File: src/hw/rtl/assert_macros.svh
// ----------------------------------------------------------------------------
// assert_macros.svh
// concurrent assertion helpers, compiled out when SYNTH is defined
// ----------------------------------------------------------------------------
`ifndef ASSERT_MACROS_SVH
`define ASSERT_MACROS_SVH

`ifndef SYNTH

// property must hold at every clock edge outside reset
`define ASSERT_PROP(label, clk, rst_n, prop, msg) \
	label: assert property (@(posedge clk) disable iff (!rst_n) (prop)) \
		else $error(msg);

// expression must never be true outside reset
`define ASSERT_NEVER(label, clk, rst_n, expr, msg) \
	label: assert property (@(posedge clk) disable iff (!rst_n) !(expr)) \
		else $error(msg);

`else

`define ASSERT_PROP(label, clk, rst_n, prop, msg)
`define ASSERT_NEVER(label, clk, rst_n, expr, msg)

`endif

`endif

File: src/hw/rtl/fpsa_pkg.sv
// ----------------------------------------------------------------------------
// fpsa_pkg
// shared types, constants and the reciprocal table of the stencil averager
// ----------------------------------------------------------------------------
package fpsa_pkg;

	// sample format, signed q8.8
	localparam int SAMPLE_BITS = 16;

	// configuration port
	localparam int CFG_DATA_BITS = 32;
	localparam int CFG_ADDR_BITS = 3;
	localparam int CFG_W_BITS    = 11;
	localparam int CFG_H_BITS    = 13;
	localparam logic [CFG_W_BITS-1:0] GRID_WIDTH_RESET  = CFG_W_BITS'(64);
	localparam logic [CFG_H_BITS-1:0] GRID_HEIGHT_RESET = CFG_H_BITS'(64);

	typedef enum logic {
		REG_GRID_WIDTH  = 1'b0,
		REG_GRID_HEIGHT = 1'b1
	} reg_idx_t;

	// stencil arithmetic widths
	localparam int SUM_BITS    = SAMPLE_BITS + 3;
	localparam int CNT_BITS    = 3;
	localparam int ABS_BITS    = SAMPLE_BITS + 2;
	localparam int QUO_BITS    = SAMPLE_BITS + 1;
	localparam int RECIP_SHIFT = ABS_BITS + 2;
	localparam int RECIP_BITS  = RECIP_SHIFT + 1;
	localparam int PROD_BITS   = ABS_BITS + RECIP_BITS;

	// rounded-up reciprocals, exact for every magnitude below 2**ABS_BITS
	localparam logic [RECIP_BITS-1:0] RECIP_1 = RECIP_BITS'(1 << RECIP_SHIFT);
	localparam logic [RECIP_BITS-1:0] RECIP_2 = RECIP_BITS'(1 << (RECIP_SHIFT - 1));
	localparam logic [RECIP_BITS-1:0] RECIP_3 = RECIP_BITS'(((1 << RECIP_SHIFT) + 2) / 3);
	localparam logic [RECIP_BITS-1:0] RECIP_4 = RECIP_BITS'(1 << (RECIP_SHIFT - 2));
	localparam logic [RECIP_BITS-1:0] RECIP_5 = RECIP_BITS'(((1 << RECIP_SHIFT) + 4) / 5);

	typedef enum logic {
		OP_PUSH  = 1'b0,
		OP_DRAIN = 1'b1
	} op_t;

	typedef struct packed {
		op_t                           op;
		logic signed [SAMPLE_BITS-1:0] cell_value;
	} cell_t;

	typedef struct packed {
		logic signed [SAMPLE_BITS-1:0] avg_value;
		logic                          frame_last;
	} avg_t;

	typedef enum logic [1:0] {
		ST_IDLE,
		ST_READ,
		ST_MUL,
		ST_FIX
	} state_t;

	typedef struct packed {
		logic accept;
		logic update;
		logic mul;
		logic load;
	} ctrl_cmd_t;

	typedef struct packed {
		logic useful;
		logic result;
		logic out_full;
	} dp_status_t;

	function automatic logic [RECIP_BITS-1:0] recip(input logic [CNT_BITS-1:0] cnt);
		logic [RECIP_BITS-1:0] r;
		case (cnt)
			CNT_BITS'(2): r = RECIP_2;
			CNT_BITS'(3): r = RECIP_3;
			CNT_BITS'(4): r = RECIP_4;
			CNT_BITS'(5): r = RECIP_5;
			default:      r = RECIP_1;
		endcase
		return r;
	endfunction

endpackage

File: src/hw/rtl/fpsa_ctrl.sv
// ----------------------------------------------------------------------------
// fpsa_ctrl
// sequencer: accept, read/sum, multiply, result load
// ----------------------------------------------------------------------------
module fpsa_ctrl (
	input  logic                 clk,
	input  logic                 arst_n,
	input  logic                 cell_valid,
	output logic                 cell_stall,
	input  logic                 avg_stall,
	input  fpsa_pkg::dp_status_t status,
	output fpsa_pkg::ctrl_cmd_t  cmd
);

	fpsa_pkg::state_t state_q;
	fpsa_pkg::state_t state_next;
	logic             out_free;

	assign out_free = !status.out_full || !avg_stall;

	always_ff @(posedge clk or negedge arst_n) begin
		if (!arst_n) begin
			state_q <= fpsa_pkg::ST_IDLE;
		end else begin
			state_q <= state_next;
		end
	end

	always_comb begin
		state_next = state_q;
		case (state_q)
			fpsa_pkg::ST_IDLE: begin
				if (cell_valid && status.useful) begin
					state_next = fpsa_pkg::ST_READ;
				end
			end
			fpsa_pkg::ST_READ: begin
				state_next = status.result ? fpsa_pkg::ST_MUL : fpsa_pkg::ST_IDLE;
			end
			fpsa_pkg::ST_MUL: begin
				state_next = fpsa_pkg::ST_FIX;
			end
			fpsa_pkg::ST_FIX: begin
				if (out_free) begin
					state_next = fpsa_pkg::ST_IDLE;
				end
			end
			default: begin
				state_next = fpsa_pkg::ST_IDLE;
			end
		endcase
	end

	// items that do nothing in the current mode are taken and dropped in idle
	always_comb begin
		cmd        = '0;
		cell_stall = 1'b1;
		case (state_q)
			fpsa_pkg::ST_IDLE: begin
				cell_stall = 1'b0;
				cmd.accept = cell_valid && status.useful;
			end
			fpsa_pkg::ST_READ: begin
				cmd.update = 1'b1;
			end
			fpsa_pkg::ST_MUL: begin
				cmd.mul = 1'b1;
			end
			fpsa_pkg::ST_FIX: begin
				cmd.load = out_free;
			end
			default: begin
				cmd = '0;
			end
		endcase
	end

endmodule
File: config.mk
export PLATFORM = sky130hd
export DESIGN_NAME = fpsa_ctrl
export DESIGN_NICKNAME = d
export VERILOG_FILES = /design/src/hw/rtl/assert_macros.svh /design/src/hw/rtl/fpsa_pkg.sv /design/src/hw/rtl/fpsa_ctrl.sv
export SDC_FILE = /design/constraint.sdc
export NUM_CORES = 1
export LEC_CHECK = 0
export BUFFER_PORTS_ARGS = -buffer_cell sky130_fd_sc_hd__buf_2
export CORE_AREA = 4 4 41 43
export CTS_CLUSTER_SIZE = 24
export DETAILED_ROUTE_END_ITERATION = 16
export DIE_AREA = 0 0 45 47
export MAX_ROUTING_LAYER = met4
export SLEW_MARGIN = 25
export SYNTH_ARGS = -nofsm -noshare
export SYNTH_HDL_FRONTEND = slang
export SYNTH_SLANG_ARGS = --single-unit
File: constraint.sdc
create_clock -name clk -period 0.8 [get_ports clk]
set_input_delay 0.12 -clock clk [delete_from_list [all_inputs] [get_ports clk]]
set_output_delay 0.12 -clock clk [all_outputs]
set_load 0.02 [all_outputs]
# Word level (Yosys, flattened, before mapping)
# Cells that the tools add are included.
# W data, S select, Z words.
[totals] regBits=2 input_bits=7
[op_classes] mux=9 eq_ne=5 n_reduce_logical=6
[ops] cell="$pmux W2 S4" n=1
[ops] cell="$mux W2" n=3
[ops] cell="$mux W1" n=5
[ops] cell="$eq A2 B2 Y1 const B" n=2
[ops] cell="$ne A2 B2 Y1 const B" n=2
[ops] cell="$eq A2 B1 Y1 const B" n=1
[ops] cell="$logic_not A1 Y1" n=2
[ops] cell="$logic_not A2 Y1" n=1
[ops] cell="$reduce_and A2 Y1" n=1
[ops] cell="$logic_and A1 B1 Y1" n=1
[ops] cell="$logic_or A1 B1 Y1" n=1

# Logic depth before layout (Yosys ltp)
[logic_depth] depth_word=4 mapped_depth=2 depth_no_buf=2

# Worst setup path before layout
# OpenSTA, ideal clock, no wires.
[synth_timing] kind="reg2out" startpoint="reg state_q[0]" endpoint="out cmd[3] (netlist name)" required_time_ps=680 path_slack_ps=-239 path_stages_with_launch=3 arrival_ps=919 path_cell_list="dfrtp_1 or2_4 nor2_2"
[synth_rtl] item="start, declared" line_no="fpsa_ctrl.sv:15" rtl="fpsa_pkg::state_t state_q;"
[synth_rtl] item="start signal, assigned" line_no="fpsa_ctrl.sv:23" rtl="state_q <= fpsa_pkg::ST_IDLE;"
[synth_rtl] item="start signal, assigned" line_no="fpsa_ctrl.sv:25" rtl="state_q <= state_next;"
[synth_rtl] item="end, declared" line_no="fpsa_ctrl.sv:12" rtl="output fpsa_pkg::ctrl_cmd_t cmd"

==> reports/qor.csv <==
metric,value,unit
placed_area,218,um2
placementRows,13,
p_sw_frac,0.376,
routabilityCongestion,0.630,
routed_via_density,3.34,
tns,-2.10,ns
worstPathRequired,0.68,ns
first_global_vias,165,
synth-simple-area-share,0.424,
antenna_cells,0,
powerDensity,4070,nW/um2
finalNonFillerCells,47,
hold_path_end,state_q[0]$_DFFE_PN0P_,
hold_viol,0,
final_util,0.220,
cts.sinks,2,
antenna_left,0,
ys_seq_elements,2,
globalRoute.totalOverflow,0,
yosysWarnings,0,
power_frac_comb,0.647,
critPathArrivalTime,1.07,ns
synth-xor-area-share,0,
core,1300,um2
synth_area_leaders,"dfrtp_1 (40%), and2b_2 (14%), a21oi_1 (8.1%)",
dp_slack,-0.191,ns
synth_adder_area_share,0,
p_int,0.728,mW
timing.final.crit_share,1.49,
setup_viol_count_final,7,
final_nets,41,
slew_headroom,0.904,
drc,0,
drt_iter0_markers,0,
power_switching,0.438,mW
hpwl,314,um
synth_compound_area_frac,0.172,
synthCells,14,
synth_top_family_by_area,simple AND/OR/NAND/NOR gates,
async_flop_share,1.00,
drv_cap,0,
clkTransAtPathRegs,0.03,ns
cp-startpoint,state_q[0]$_DFFE_PN0P_,
synth_top_cell_area_share,0.404,
wirelength,381,um
dp_cells,42,
track_usage,0.0457,
endpoint_kind,output pin,
final_cell_area,287,um2
first_pass_iters,1,
io_pins,12,
syn-num-nets,21,
worstPathMaxFanout,4,
slew_violations,0,
root_buffer,clkbuf_4,
clkLatencyLatePin,0.22,ns
regArea,50.0,um2
fin_crit,1.19,ns
rrSetupSlack,-0.15,ns
p_leak,0.139,nW
hold_path_class,primary input to register,
setup_slack,-0.394,ns
grt_max_degree,6,
worst_r2r_path_depth,4,
ys_dominant_reg_cell,dfrtp_1,
h-tree-depth,1,
tightestPinTransition,0.143,ns
antenna_found_initial,0,
max_stage_delay,0.39,ns
synth_top_area_cell,dfrtp_1,
status,"complete, but fails checks",
ir_worst_vdd,0.892,mV
ys_seq_area_frac,0.404,
skew,0.00230,ns
clockBufferDepth,2,
pwr-share-seq,0.162,
fmax,0.837,GHz
die_w,45,um
ys_types,10,
hold_start,avg_stall,
die_h,47,um
area_delta_synth_final,131,%
path_cells,"or2_4, nor2_4, buf_6",
cts_buffers,3,
avgSynthCellArea,8.85,um2
violations,setup timing,
synth_commonest_cells,"a21oi_1 (2), and2b_2 (2), dfrtp_1 (2), nand2_1 (2)",
layout-drive-gt1-share,0.719,
post_synth_instance_area,124,um2
crit_type,register to output pin,
grt_first_pass_wirelength,586,um
cts_tree,yes,
drt-wirelength-per-cell,8.11,um
rsz0062_at_grt,yes,
port_buffers,11,
clkPwrFrac,0.191,
dieArea,2120,um2
fillers,153,
route.vias.total,157,
synthMuxAreaShare,0,
cpMaxStageDelayCell,dfrtp_1,
whs_path_depth,3,
cp-start-kind,register,
r2r_end,state_q[0]$_DFFE_PN0P_,
synth_edf_count,0,
initial_core_util,0.0952,
multiInputGateArea,82.6,um2
## worst max-delay path by stage
| stage | endpoint | slack (ns) | depth (start not counted) |
|---|---|---|---|
| after detailed placement | cmd[3] | -0.19 | 3 |
| after global routing | cmd[3] | -0.44 | 3 |
| after global placement | cmd[3] | -0.18 | 3 |
| after CTS | cmd[3] | -0.41 | 3 |
| after floorplan | cmd[3] | -0.16 | 2 |
| final | cmd[3] | -0.39 | 3 |
## logic make-up (layout without fill, tap and decap cells)
kind of cell,count (synthesis),after routing
compound gates,4,4
simple gates,8,8
buf+inv,0,18
flops,2,2
## power groups by stage
| stage | Clock [mW] | Sequential, mW | Combinational [mW] |
|---|---|---|---|
| floorplan | 0 | 0.219 | 0.340 |
| global placement | 0 | 0.207 | 0.566 |
| detailed placement | 0 | 0.207 | 0.574 |
| CTS | 0.238 | 0.207 | 0.706 |
| global route | 0.236 | 0.199 | 0.827 |
| finish | 0.222 | 0.189 | 0.755 |
## through the flow
step	hold slack, ns	total power, mW
after floorplan	-0.176	0.558
after global placement	-0.0928	0.773
after detailed placement	-0.0919	0.781
after CTS	0.149	1.15
after global routing	0.169	1.26
final	0.156	1.17
## cells in the final DEF, fill, tap and decap left out
cell,n
dlygate4sd3_1,1
o21ai_0,1
a21oi_1,1
a21oi_2,1
nand2_1,2
or2_4,1
buf_4,3
buf_6,4
a31oi_1,1
buf_2,7
and3_2,1
nor2_4,1
clkbuf_4,3
and2b_2,2
nand3_1,1
dfrtp_1,2
## final cells by class
type,count,area share
clock buffers,3,0.0786
flip-flops and latches,2,0.175
multi-input cells,12,0.288
well taps,15,0.0655
repair buffers,15,0.393
## what timing repair did
item | in CTS | in global routing
pin swaps | 0 | 2
resized for setup | 9 | 0
setup buffers | 0 | 1
hold buffers | 1 | 0
hold endpoints to repair | 2 | 0
endpoints found under the setup margin | 7 | 7
## per-layer routing
layer	track usage	routed length, um	vias to the layer above
li1	-	-	85
met1	0.0433	148	65
met2	0.0621	198	7
met3	0	34	0
met4	0.0877	0	0
met5	-	0	-
## critical path, delay by kind of cell, from the launching register on
family,cells,cell delay (ns)
flip-flops,1,0.39
buffers and inverters,1,0.11
AND/OR/NAND/NOR,2,0.35
(Power assumes the default switching activity.)
