## src/hw/rtl/assert_macros.svh

```systemverilog
// ----------------------------------------------------------------------------
// assert_macros.svh
// concurrent assertion helpers, compiled out when SYNTH is defined
// ----------------------------------------------------------------------------
`ifndef ASSERT_MACROS_SVH
`define ASSERT_MACROS_SVH

`ifndef SYNTH

// property must hold at every clock edge outside reset
`define ASSERT_PROP(label, clk, rst_n, prop, msg) \
	label: assert property (@(posedge clk) disable iff (!rst_n) (prop)) \
		else $error(msg);

// expression must never be true outside reset
`define ASSERT_NEVER(label, clk, rst_n, expr, msg) \
	label: assert property (@(posedge clk) disable iff (!rst_n) !(expr)) \
		else $error(msg);

`else

`define ASSERT_PROP(label, clk, rst_n, prop, msg)
`define ASSERT_NEVER(label, clk, rst_n, expr, msg)

`endif

`endif

```

## src/hw/rtl/fpsa_pkg.sv

```systemverilog
// ----------------------------------------------------------------------------
// fpsa_pkg
// shared types, constants and the reciprocal table of the stencil averager
// ----------------------------------------------------------------------------
package fpsa_pkg;

	// sample format, signed q8.8
	localparam int SAMPLE_BITS = 16;

	// configuration port
	localparam int CFG_DATA_BITS = 32;
	localparam int CFG_ADDR_BITS = 3;
	localparam int CFG_W_BITS    = 11;
	localparam int CFG_H_BITS    = 13;
	localparam logic [CFG_W_BITS-1:0] GRID_WIDTH_RESET  = CFG_W_BITS'(64);
	localparam logic [CFG_H_BITS-1:0] GRID_HEIGHT_RESET = CFG_H_BITS'(64);

	typedef enum logic {
		REG_GRID_WIDTH  = 1'b0,
		REG_GRID_HEIGHT = 1'b1
	} reg_idx_t;

	// stencil arithmetic widths
	localparam int SUM_BITS    = SAMPLE_BITS + 3;
	localparam int CNT_BITS    = 3;
	localparam int ABS_BITS    = SAMPLE_BITS + 2;
	localparam int QUO_BITS    = SAMPLE_BITS + 1;
	localparam int RECIP_SHIFT = ABS_BITS + 2;
	localparam int RECIP_BITS  = RECIP_SHIFT + 1;
	localparam int PROD_BITS   = ABS_BITS + RECIP_BITS;

	// rounded-up reciprocals, exact for every magnitude below 2**ABS_BITS
	localparam logic [RECIP_BITS-1:0] RECIP_1 = RECIP_BITS'(1 << RECIP_SHIFT);
	localparam logic [RECIP_BITS-1:0] RECIP_2 = RECIP_BITS'(1 << (RECIP_SHIFT - 1));
	localparam logic [RECIP_BITS-1:0] RECIP_3 = RECIP_BITS'(((1 << RECIP_SHIFT) + 2) / 3);
	localparam logic [RECIP_BITS-1:0] RECIP_4 = RECIP_BITS'(1 << (RECIP_SHIFT - 2));
	localparam logic [RECIP_BITS-1:0] RECIP_5 = RECIP_BITS'(((1 << RECIP_SHIFT) + 4) / 5);

	typedef enum logic {
		OP_PUSH  = 1'b0,
		OP_DRAIN = 1'b1
	} op_t;

	typedef struct packed {
		op_t                           op;
		logic signed [SAMPLE_BITS-1:0] cell_value;
	} cell_t;

	typedef struct packed {
		logic signed [SAMPLE_BITS-1:0] avg_value;
		logic                          frame_last;
	} avg_t;

	typedef enum logic [1:0] {
		ST_IDLE,
		ST_READ,
		ST_MUL,
		ST_FIX
	} state_t;

	typedef struct packed {
		logic accept;
		logic update;
		logic mul;
		logic load;
	} ctrl_cmd_t;

	typedef struct packed {
		logic useful;
		logic result;
		logic out_full;
	} dp_status_t;

	function automatic logic [RECIP_BITS-1:0] recip(input logic [CNT_BITS-1:0] cnt);
		logic [RECIP_BITS-1:0] r;
		case (cnt)
			CNT_BITS'(2): r = RECIP_2;
			CNT_BITS'(3): r = RECIP_3;
			CNT_BITS'(4): r = RECIP_4;
			CNT_BITS'(5): r = RECIP_5;
			default:      r = RECIP_1;
		endcase
		return r;
	endfunction

endpackage

```

## src/hw/rtl/fpsa_regs.sv

```systemverilog
// ----------------------------------------------------------------------------
// fpsa_regs
// apb register file for grid geometry, clamps it to the supported range
// ----------------------------------------------------------------------------
module fpsa_regs #(
	parameter int MAX_WIDTH  = 1024,
	parameter int MAX_HEIGHT = 4096
) (
	input  logic                                clk,
	input  logic                                arst_n,
	input  logic                                psel,
	input  logic                                penable,
	input  logic                                pwrite,
	input  logic [fpsa_pkg::CFG_ADDR_BITS-1:0]  paddr,
	input  logic [fpsa_pkg::CFG_DATA_BITS-1:0]  pwdata,
	output logic [fpsa_pkg::CFG_DATA_BITS-1:0]  prdata,
	output logic                                pready,
	output logic [$clog2(MAX_WIDTH + 1)-1:0]    eff_w,
	output logic [$clog2(MAX_HEIGHT + 1)-1:0]   eff_h,
	output logic                                restart
);

	localparam int WCNT_BITS = $clog2(MAX_WIDTH + 1);
	localparam int HCNT_BITS = $clog2(MAX_HEIGHT + 1);
	localparam int WCMP_BITS = (fpsa_pkg::CFG_W_BITS > WCNT_BITS) ?
		fpsa_pkg::CFG_W_BITS : WCNT_BITS;
	localparam int HCMP_BITS = (fpsa_pkg::CFG_H_BITS > HCNT_BITS) ?
		fpsa_pkg::CFG_H_BITS : HCNT_BITS;

	logic [fpsa_pkg::CFG_W_BITS-1:0] grid_width_q;
	logic [fpsa_pkg::CFG_H_BITS-1:0] grid_height_q;
	fpsa_pkg::reg_idx_t              idx;
	logic                            wr;
	logic [WCMP_BITS-1:0]            w_ext;
	logic [HCMP_BITS-1:0]            h_ext;

	assign idx     = fpsa_pkg::reg_idx_t'(paddr[fpsa_pkg::CFG_ADDR_BITS-1]);
	assign pready  = 1'b1;
	assign wr      = psel && penable && pwrite && pready;
	assign restart = wr;

	always_ff @(posedge clk or negedge arst_n) begin
		if (!arst_n) begin
			grid_width_q  <= fpsa_pkg::GRID_WIDTH_RESET;
			grid_height_q <= fpsa_pkg::GRID_HEIGHT_RESET;
		end else if (wr) begin
			case (idx)
				fpsa_pkg::REG_GRID_WIDTH:  grid_width_q  <= pwdata[fpsa_pkg::CFG_W_BITS-1:0];
				fpsa_pkg::REG_GRID_HEIGHT: grid_height_q <= pwdata[fpsa_pkg::CFG_H_BITS-1:0];
				default: ;
			endcase
		end
	end

	always_comb begin
		case (idx)
			fpsa_pkg::REG_GRID_WIDTH:  prdata = fpsa_pkg::CFG_DATA_BITS'(grid_width_q);
			fpsa_pkg::REG_GRID_HEIGHT: prdata = fpsa_pkg::CFG_DATA_BITS'(grid_height_q);
			default:                   prdata = '0;
		endcase
	end

	// zero acts as one, anything above the maximum acts as the maximum
	always_comb begin
		w_ext = WCMP_BITS'(grid_width_q);
		if (w_ext == '0) begin
			eff_w = WCNT_BITS'(1);
		end else if (w_ext > WCMP_BITS'(MAX_WIDTH)) begin
			eff_w = WCNT_BITS'(MAX_WIDTH);
		end else begin
			eff_w = WCNT_BITS'(w_ext);
		end
	end

	always_comb begin
		h_ext = HCMP_BITS'(grid_height_q);
		if (h_ext == '0) begin
			eff_h = HCNT_BITS'(1);
		end else if (h_ext > HCMP_BITS'(MAX_HEIGHT)) begin
			eff_h = HCNT_BITS'(MAX_HEIGHT);
		end else begin
			eff_h = HCNT_BITS'(h_ext);
		end
	end

endmodule

```

## config.mk

```make
export PLATFORM = sky130hd
export DESIGN_NAME = fpsa_regs
export DESIGN_NICKNAME = d
export VERILOG_FILES = /design/src/hw/rtl/assert_macros.svh /design/src/hw/rtl/fpsa_pkg.sv /design/src/hw/rtl/fpsa_regs.sv
export SDC_FILE = /design/constraint.sdc
export NUM_CORES = 1
export LEC_CHECK = 0
export BUFFER_PORTS_ARGS = -buffer_cell sky130_fd_sc_hd__buf_4
export CORE_UTILIZATION = 38
export CTS_CLUSTER_SIZE = 40
export DETAILED_ROUTE_END_ITERATION = 16
export PLACE_DENSITY = 0.83
export SYNTH_ARGS = -nofsm -noshare
export SYNTH_HDL_FRONTEND = slang
export SYNTH_SLANG_ARGS = --single-unit
export TNS_END_PERCENT = 10
```

## constraint.sdc

```tcl
create_clock -name clk -period 1.1 [get_ports clk]
set_clock_uncertainty 0.15 [all_clocks]
set_input_delay 0.11 -clock clk [delete_from_list [all_inputs] [get_ports clk]]
set_output_delay 0.11 -clock clk [all_outputs]
set_load 0.01 [all_outputs]
```

=== Word-level counts from Yosys, hierarchy flattened ===
Cells that the tools add are included.

* Register bits: 24
* Input port bits: 40
* Output and inout bits: 58
* Word-level logic and storage cells: 16

* $lt $le $gt $ge: 2
* Muxes and demuxes: 5
* Bitwise gates (word level): 1
* Reductions and logical operators: 6

{| class="wikitable"
|+ Operators with widths
! operator !! count
|-
| $pmux 32 s2 || 1
|-
| $mux 13 || 2
|-
| $mux 11 || 2
|-
| $gt 13x13->1 const B || 1
|-
| $logic_not 13->1 || 1
|-
| $gt 11x11->1 const B || 1
|-
| $logic_not 11->1 || 1
|-
| $reduce_and 2->1 || 2
|-
| $logic_and 1x1->1 || 2
|-
| $not 1->1 || 1
|}

=== Logic depth before layout (Yosys ltp) ===
Gate-level depths: netlist of the first run.

* Depth after elaboration: 3
* Gate-level depth with buffers: 4

=== Worst setup path before layout of the first run ===
Ideal clock, no wire load.

* Path kind: flip-flop to output port
* Start: register grid_height_q[12] (netlist name)
* End: output port eff_h[0]
* Arrival: 913 ps
* Required time: 840 ps
* Path slack: -73 ps
* Cell stages (with the launch flop): 3
* Buffers on the path: 0
* Cells stage by stage: dfrtp_1 nor4_1 a32o_1

* Word-level cells in the longest chain between the ends: 3

{| class="wikitable"
|+ Ends and longest elaborated chain
! item !! line !! RTL
|-
| from (decl) || fpsa_regs.sv:31 || <nowiki>logic [fpsa_pkg::CFG_H_BITS-1:0] grid_height_q;</nowiki>
|-
| from (signal assigned) || fpsa_regs.sv:45 || <nowiki>grid_height_q <= fpsa_pkg::GRID_HEIGHT_RESET;</nowiki>
|-
| from (signal assigned) || fpsa_regs.sv:49 || <nowiki>fpsa_pkg::REG_GRID_HEIGHT: grid_height_q <= pwdata[fpsa_pkg::CFG_H_BITS-1:0];</nowiki>
|-
| $gt 13x13->1 || fpsa_regs.sv:79 || <nowiki>end else if (h_ext > HCMP_BITS'(MAX_HEIGHT)) begin</nowiki>
|-
| $mux 13 || fpsa_regs.sv:79 ||
|-
| $mux 13 (*) || fpsa_regs.sv:77 || <nowiki>if (h_ext == '0) begin</nowiki>
|-
| to (decl) || fpsa_regs.sv:19 || <nowiki>output logic [$clog2(MAX_HEIGHT + 1)-1:0] eff_h,</nowiki>
|}

Every way passes the cells marked *; elsewhere a longest branch is shown, timed or not.

=== Final worst setup path of the first run ===
* Start: register grid_height_q[10] (netlist name)
* End: output port eff_h[0]

The elaborated chain is that of the path after synthesis.

==> results of run 1 <==
registers in the layout, indices dropped and copies added (netlist names):
name,count
grid_width_q,11
grid_height_q,13
worst reg2reg max path, delay by kind of cell (launching register included):
family / cells / cell delay (ns)
flip-flops: 1 / 0.43
buffers and inverters: 2 / 0.24
multiplexers: 1 / 0.25
power by group:
part	switching (mW)	internal (mW)
Combinational	0.788	1.40
Clock	0.264	0.319
Sequential	0.234	1.09
path summary, 6_finish.rpt:
path | startpoint | endpoint | slack (ns) | cells past startpoint
min | arst_n | grid_height_q[5] | 0.13 | 2
min reg2reg | grid_height_q[0] | grid_height_q[0] | 0.39 | 1
max reg2reg | grid_height_q[9] | grid_height_q[9] | -0.08 | 3
max | grid_height_q[10] | eff_h[0] | -0.53 | 3
min in group clk | penable | grid_width_q[3] | 0.26 | 4
max in group asynchronous | arst_n | grid_height_q[6] | 0.39 | 2
per-layer routing:
metal | vias to the layer above | track usage [%] | wire [um]
met5 | - | 0 | 0
met4 | 0 | 4.62 | 46
met3 | 6 | 2.26 | 184
met2 | 56 | 33.8 | 2020
met1 | 586 | 23.6 | 1730
li1 | 571 | - | -
stage by stage:
stage | std cells | utilization [%] | TNS (ns) | area (um^2)
after detailed placement | 246 | 55.9 | -3.38 | 2110
after global placement | 246 | 55.9 | -2.86 | 2110
after global routing | 266 | 67.9 | -13.33 | 2560
after CTS | 265 | 66.1 | -10.81 | 2490
after floorplan | 143 | - | -0.158 | 1610
final | 266 | 67.9 | -11.60 | 2560
cell usage after synthesis (3+ instances only):
library cell,instances,area share [%]
nor4_1,5,2.0
buf_6,3,2.2
mux2_4,20,20
nor2b_1,20,8.2
dfrtp_1,22,36
clkbuf_1,4,0.98
buf_4,20,9.8
mux2_2,14,10
final cells by class:
class,count,area (um^2)
Clock buffer,4,55.1
Fill cell,279,1210
Inverter,2,7.51
Multi-Input combinational cell,89,902
Sequential cell,24,606
Tap cell,48,60.1
Timing Repair Buffer,99,931
logic make-up after synthesis:
kind of cell,count (synthesis),share of synthesized area [%]
flip-flops,24,39.3
other,2,0.490
AND/OR/NAND/NOR,32,14.9
buffers and inverters,30,13.8
AO/OA/AOI/OAI,3,1.63
multiplexers,34,29.9
repair_timing:
action	CTS	global route
gates resized for setup	48	15
gates cloned	0	0
pin swaps	0	3
buffers inserted	1	1
hold buffers	14	0
endpoints found under the setup margin	40	41
endpoints found under the hold margin	48	0
==> results.json, run 1 <==
{
  "syn_inst": 125,
  "grt_setup_unrepaired": "true",
  "grt_max_degree": 25,
  "h-tree-depth": 1,
  "grt_overflow": 0,
  "firstDrtPassIters": 2,
  "yosys_warnings": 0,
  "syn_area_um2": 1530,
  "clock_latency_ns": 0.26,
  "finalSetupViolCount": 43,
  "synthDistinctLibCells": 20,
  "path_cells": "nor4_4, a32o_2, buf_6",
  "critPathCaptureType": "primary output",
  "place_hpwl_mm": 2.70,
  "power.density_nw_per_um2": 1600,
  "grt_pass1_wl_mm": 6.12,
  "cpLargestDelayFamily": "flip-flops",
  "layout.nets": 259,
  "cts.sinks": 24,
  "power_leakage_nw": 1.32,
  "crit_fanout": 2,
  "final_cell_mix": "buf_4 (49), buf_6 (34), mux2_4 (29)",
  "clock_path_buffers": 2,
  "gp_congestion": 0.821,
  "seq_area_frac_synth_pct": 39.3,
  "synth_seq_cells": 24,
  "synth_ff_type": "dfrtp_1",
  "ys_async_sr_fraction_pct": 100,
  "drive_gt1_share_pct": 66.5,
  "cts-root-buf": "clkbuf_8",
  "die_w_um": 65.5,
  "mostFrequentLayoutCell": "buf_4",
  "grt_antenna_before_repair": 0,
  "clk_pin_slew_ns": 0.08,
  "fmax_mhz": 613,
  "critPathMaxStageDelay_ns": 0.43,
  "grt_use_total_pct": 18.8,
  "violations": "negative setup slack",
  "drt-total-wl_mm": 3.99,
  "hold_path.class": "in2async",
  "hold_ws_ns": 0.126,
  "antenna_left": 0,
  "pre_cts_slack_ns": -0.250,
  "period_needed_ns": 1.63,
  "syn_to_final_growth_pct": 67.1,
  "ir_worst_vdd_mv": 0.803,
  "vias_per_cell": 4.58,
  "post_drt_wl_per_cell_um": 15.0,
  "core_area_um2": 3770,
  "cpMaxStageDelayCell": "dfrtp_1",
  "timing.final.ws_setup_ns": -0.530,
  "post-route-period-util_pct": 148,
  "dr.first_iter.drc_count": 25,
  "diodes": 0,
  "core.rowCount": 22,
  "cap_violations": 0,
  "drc_errors": 0,
  "start_util_pct": 40.6,
  "vias": 1219,
  "synth_edf_count": 0,
  "dieArea_um2": 4290,
  "criticalPathCategory": "reg2out",
  "status": "finished with violations",
  "critPathBufInv": 1,
  "report.final.hold_viol_count": 0,
  "io_buffers": 56,
  "cp-start-kind": "flip-flop",
  "p_total_mw": 4.09,
  "cts_tree": "done",
  "avgSynthCellArea_um2": 12.3,
  "crit_required_ns": 0.84,
  "die_h_um": 65.5,
  "cts_inserted_buffers": 3,
  "maxSlewViolCount": 0,
  "io-pin-count": 98,
  "first_global_vias": 1299,
  "arrival_ns": 1.37
}
No activity file was read; power rests on OpenSTA's default activity.
==> inputs of run 2 (changes only) <==
- CELL_PAD_IN_SITES_DETAIL_PLACEMENT: not set -> 0
- CELL_PAD_IN_SITES_GLOBAL_PLACEMENT: not set -> 2
- CORE_UTILIZATION: 38 -> 22
- RECOVER_POWER: not set -> 100
==> results.json, run 2 (same netlist as run 1, synthesis figures left out) <==
{
  "status": "finished with violations",
  "violations": "negative setup slack",
  "syn_to_final_growth_pct": 62.1,
  "mostFrequentLayoutCell": "buf_4",
  "grt_pass1_wl_mm": 5.98,
  "grt_overflow": 0,
  "cts_tree": "done",
  "regMostFlops": "grid_height_q",
  "hold_path.class": "in2async",
  "cpMaxStageDelayCell": "dfrtp_1",
  "power.density_nw_per_um2": 1570,
  "final_cell_mix": "buf_4 (35), buf_6 (27), mux2_4 (26)",
  "period_needed_ns": 1.58,
  "io_buffers": 56,
  "drt-total-wl_mm": 3.83,
  "post_drt_wl_per_cell_um": 13.0,
  "start_util_pct": 22.7,
  "gp_congestion": 0.747,
  "slew_headroom_pct": 61.9,
  "drc_errors": 0,
  "grt_antenna_before_repair": 0,
  "cap_violations": 0,
  "vias_per_cell": 4.00,
  "layout.nets": 255,
  "drive_gt1_share_pct": 61.7,
  "place_hpwl_mm": 2.92,
  "crit_fanout": 2,
  "die_w_um": 85.5,
  "critPathMaxStageDelay_ns": 0.40,
  "cp-start-kind": "flip-flop",
  "cts-root-buf": "clkbuf_8",
  "critPathCaptureType": "primary output",
  "pre_cts_slack_ns": -0.247,
  "dp_cells": 274,
  "report.final.hold_viol_count": 0,
  "arrival_ns": 1.32,
  "clock_latency_ns": 0.26,
  "core_area_um2": 6760,
  "final.fill_count": 677,
  "h-tree-depth": 1,
  "firstDrtPassIters": 4,
  "power_leakage_nw": 1.25,
  "io-pin-count": 98,
  "dieArea_um2": 7310,
  "path_cells": "nor4_2, a32o_2, buf_6",
  "crit_required_ns": 0.84,
  "cts_inserted_buffers": 3,
  "timing.final.ws_setup_ns": -0.476,
  "grt_max_degree": 25,
  "vias": 1177,
  "tightestPinTransition_ns": 0.571,
  "finalSetupViolCount": 39,
  "clock_path_buffers": 2,
  "largest_reg_flops": 13,
  "stdcell_count": 294,
  "dr.first_iter.drc_count": 35,
  "diodes": 0,
  "cts.sinks": 24,
  "cpLargestDelayFamily": "flip-flops",
  "post-route-period-util_pct": 143,
  "fmax_mhz": 635,
  "first_global_vias": 1238,
  "critPathBufInv": 1,
  "core.rowCount": 30,
  "criticalPathCategory": "reg2out",
  "grt_setup_unrepaired": "true",
  "ir_worst_vdd_mv": 0.536,
  "die_h_um": 85.5,
  "antenna_left": 0,
  "largestRegisters": "grid_height_q (13), grid_width_q (11)",
  "grt_use_total_pct": 10.6,
  "clk_pin_slew_ns": 0.08,
  "maxSlewViolCount": 0
}
-- run 2: per-stage QoR --
stage               TNS (ns)  instance area (um^2)  util (%)  hold slack [ns]  power [mW]
finish                -10.86                  2480      36.8            0.231        3.90
global route          -12.65                  2480      36.8            0.252        4.15
CTS                   -10.99                  2480      36.7            0.140        3.90
detailed placement     -3.53                  2120      31.3           -0.130        3.00
global placement       -3.41                  2120      31.3           -0.130        2.99
floorplan             -0.158                  1610         -           -0.336        2.11
-- run 2: path summary, 6_finish.rpt --
| kind | start | endpoint | slack, ns | depth (start not counted) |
|---|---|---|---|---|
| min in group clk | penable | grid_width_q[5] | 0.25 | 4 |
| setup reg to reg | grid_height_q[10] | grid_height_q[10] | -0.15 | 4 |
| setup / recovery | grid_height_q[10] | eff_h[0] | -0.48 | 3 |
| hold reg to reg | grid_height_q[0] | grid_height_q[0] | 0.41 | 1 |
| max in group asynchronous | arst_n | grid_height_q[12] | 0.16 | 2 |
| hold / removal | arst_n | grid_width_q[4] | 0.23 | 2 |
-- run 2: final cells by class --
class	instances	area, um^2	share of cell area (%)
Multi-Input combinational cell	89	888	35.8
Timing Repair Buffer	95	830	33.4
Sequential cell	24	604	24.3
Tap cell	80	100	4.03
Clock buffer	4	55.1	2.22
Inverter	2	7.51	0.302
-- run 2: what timing repair did --
action,CTS,global route
resized for setup,40,23
buffers inserted,1,1
cloned,0,0
pin swaps,4,2
setup endpoints to repair,39,40
hold buffers,14,0
hold endpoints to repair,48,0
-- run 2: power breakdown --
group / switching [mW] / internal (mW) / total, mW
clock: 0.269 / 0.319 / 0.589
combinational: 0.761 / 1.27 / 2.03
sequential: 0.194 / 1.09 / 1.28
-- run 2: routing by layer --
layer  vias up  GRT usage (%)  wire length (um)
li1        562              -                 -
met2        47           19.5              1950
met1       566           12.8              1660
met3         2           1.26               205
met5         -              0                 0
met4         0           3.18                16
==> inputs of run 3 (changes only) <==
==> constraint.sdc (replaced) <==
create_clock -name clk -period 1.1 [get_ports clk]
set_clock_uncertainty 0.15 [all_clocks]
set_input_delay 0.165 -clock clk [delete_from_list [all_inputs] [get_ports clk]]
set_output_delay 0.165 -clock clk [all_outputs]
set_load 0.01 [all_outputs]
==> results.json, run 3 (same netlist as run 1, synthesis figures left out) <==
{
  "grt_setup_unrepaired": "true",
  "drc_errors": 0,
  "die_h_um": 85.5,
  "syn_to_final_growth_pct": 67.8,
  "post-route-period-util_pct": 145,
  "crit_required_ns": 0.78,
  "period_needed_ns": 1.60,
  "core_area_um2": 6760,
  "layout.nets": 262,
  "grt_use_total_pct": 11.4,
  "clock_path_buffers": 2,
  "vias_per_cell": 4.01,
  "fmax_mhz": 625,
  "slew_headroom_pct": 61.6,
  "core.rowCount": 30,
  "p_comb_share_pct": 52.8,
  "p_total_mw": 3.98,
  "dpl_cell_area_um2": 2170,
  "gp_congestion": 0.751,
  "final_cell_mix": "buf_4 (43), buf_6 (29), mux2_4 (23)",
  "report.final.hold_viol_count": 0,
  "cts.sinks": 24,
  "hold_path.class": "in2reg",
  "cpMaxStageDelayCell": "dfrtp_1",
  "die_w_um": 85.5,
  "maxSlewViolCount": 0,
  "pre_cts_slack_ns": -0.262,
  "cts_tree": "done",
  "h-tree-depth": 1,
  "grt_overflow": 0,
  "io_buffers": 56,
  "stdcell_count": 301,
  "cap_violations": 0,
  "clock_power_share_pct": 14.9,
  "grt_max_degree": 25,
  "cp-start-kind": "flip-flop",
  "dieArea_um2": 7310,
  "grt_pass1_wl_mm": 6.29,
  "ir_worst_vdd_mv": 0.470,
  "swShare_pct": 31.4,
  "post_drt_wl_per_cell_um": 13.5,
  "largestRegisters": "grid_height_q (13), grid_width_q (11)",
  "path_cells": "buf_4, buf_6, mux2_2, buf_6",
  "violations": "negative setup slack",
  "crit_top_cell": "buf_6",
  "arrival_ns": 1.29,
  "timing.final.ws_setup_ns": -0.500,
  "criticalPathCategory": "reg2out",
  "cts_inserted_buffers": 3,
  "crit_fanout": 3,
  "cts-root-buf": "clkbuf_8",
  "first_global_vias": 1253,
  "dr.first_iter.drc_count": 49,
  "power.net_switching_mw": 1.25,
  "mostFrequentLayoutCell": "buf_4",
  "critPathMaxStageDelay_ns": 0.40,
  "p_int_mw": 2.73,
  "largest_reg_flops": 13,
  "antenna_left": 0,
  "finalInstanceArea_um2": 2570,
  "io-pin-count": 98,
  "power_leakage_nw": 1.32,
  "grt_antenna_before_repair": 0,
  "regMostFlops": "grid_height_q",
  "drt-total-wl_mm": 4.07,
  "tightestPinTransition_ns": 0.577,
  "start_util_pct": 22.7,
  "setup_tns_ns": -12.85,
  "clock_latency_ns": 0.26,
  "dp_cells": 279,
  "place_hpwl_mm": 3.09,
  "power.density_nw_per_um2": 1550,
  "finalSetupViolCount": 40,
  "p_seq_share_pct": 32.3,
  "critPathCaptureType": "primary output",
  "drive_gt1_share_pct": 65.2,
  "status": "finished with violations",
  "clk_pin_slew_ns": 0.08,
  "diodes": 0,
  "firstDrtPassIters": 4,
  "vias": 1207
}
## run 3: power groups by stage
stage | logic (mW) | clock network, mW | registers [mW]
2_1_floorplan | 0.868 | 0 | 1.24
3_3_place_gp | 1.79 | 0 | 1.23
3_5_place_dp | 1.80 | 0 | 1.24
4_1_cts | 2.01 | 0.597 | 1.27
5_1_grt | 2.27 | 0.641 | 1.30
6_report | 2.10 | 0.593 | 1.28
## run 3: worst paths after layout
| kind | start | to | slack (ns) | depth (start not counted) |
|---|---|---|---|---|
| worst max-delay path | grid_width_q[8] | prdata[8] | -0.50 | 4 |
| worst min-delay path | pwdata[3] | grid_width_q[3] | 0.02 | 2 |
| worst max register to register | grid_width_q[8] | grid_width_q[8] | -0.05 | 3 |
| worst min register to register | grid_height_q[0] | grid_height_q[0] | 0.40 | 1 |
| max in group asynchronous | arst_n | grid_height_q[12] | 0.11 | 2 |
| min in group asynchronous | arst_n | grid_width_q[8] | 0.28 | 2 |
## run 3: critical path: cells and delay by family (launching register included)
| kind | cells | cell delay, ns |
|---|---|---|
| buf+inv | 3 | 0.37 |
| flops | 1 | 0.40 |
| mux | 1 | 0.26 |
## run 3: per-stage QoR
| step | hold WS, ns | utilization [%] |
|---|---|---|
| 5_1_grt | 0.00266 | 38.1 |
| 3_3_place_gp | -0.0754 | 32.1 |
| 4_1_cts | 0.00339 | 37.0 |
| 3_5_place_dp | -0.0707 | 32.1 |
| 6_report | 0.0157 | 38.1 |
| 2_1_floorplan | -0.281 | - |
## run 3: layer usage
layer  global-route usage (%)  part of all wire (%)
met1                     14.1                    44
met2                     20.5                    51
met3                     1.36                   4.3
met4                     3.64                  0.76
met5                        0                     0
## run 3: layout make-up
cell class / count / area, um^2
sequential: 24 / 604
tap: 80 / 100
clock buffer: 4 / 55.1
fill: 686 / 4190
multi-input combinational: 89 / 883
timing repair buffer: 102 / 921
inverter: 2 / 7.51
## run 3: timing repair
item,4_1_cts,5_1_grt
endpoints found under the hold margin,44,1
gates resized for setup,34,28
pin swaps,4,4
hold buffers,15,1
buffers inserted,0,2
endpoints found under the setup margin,38,44
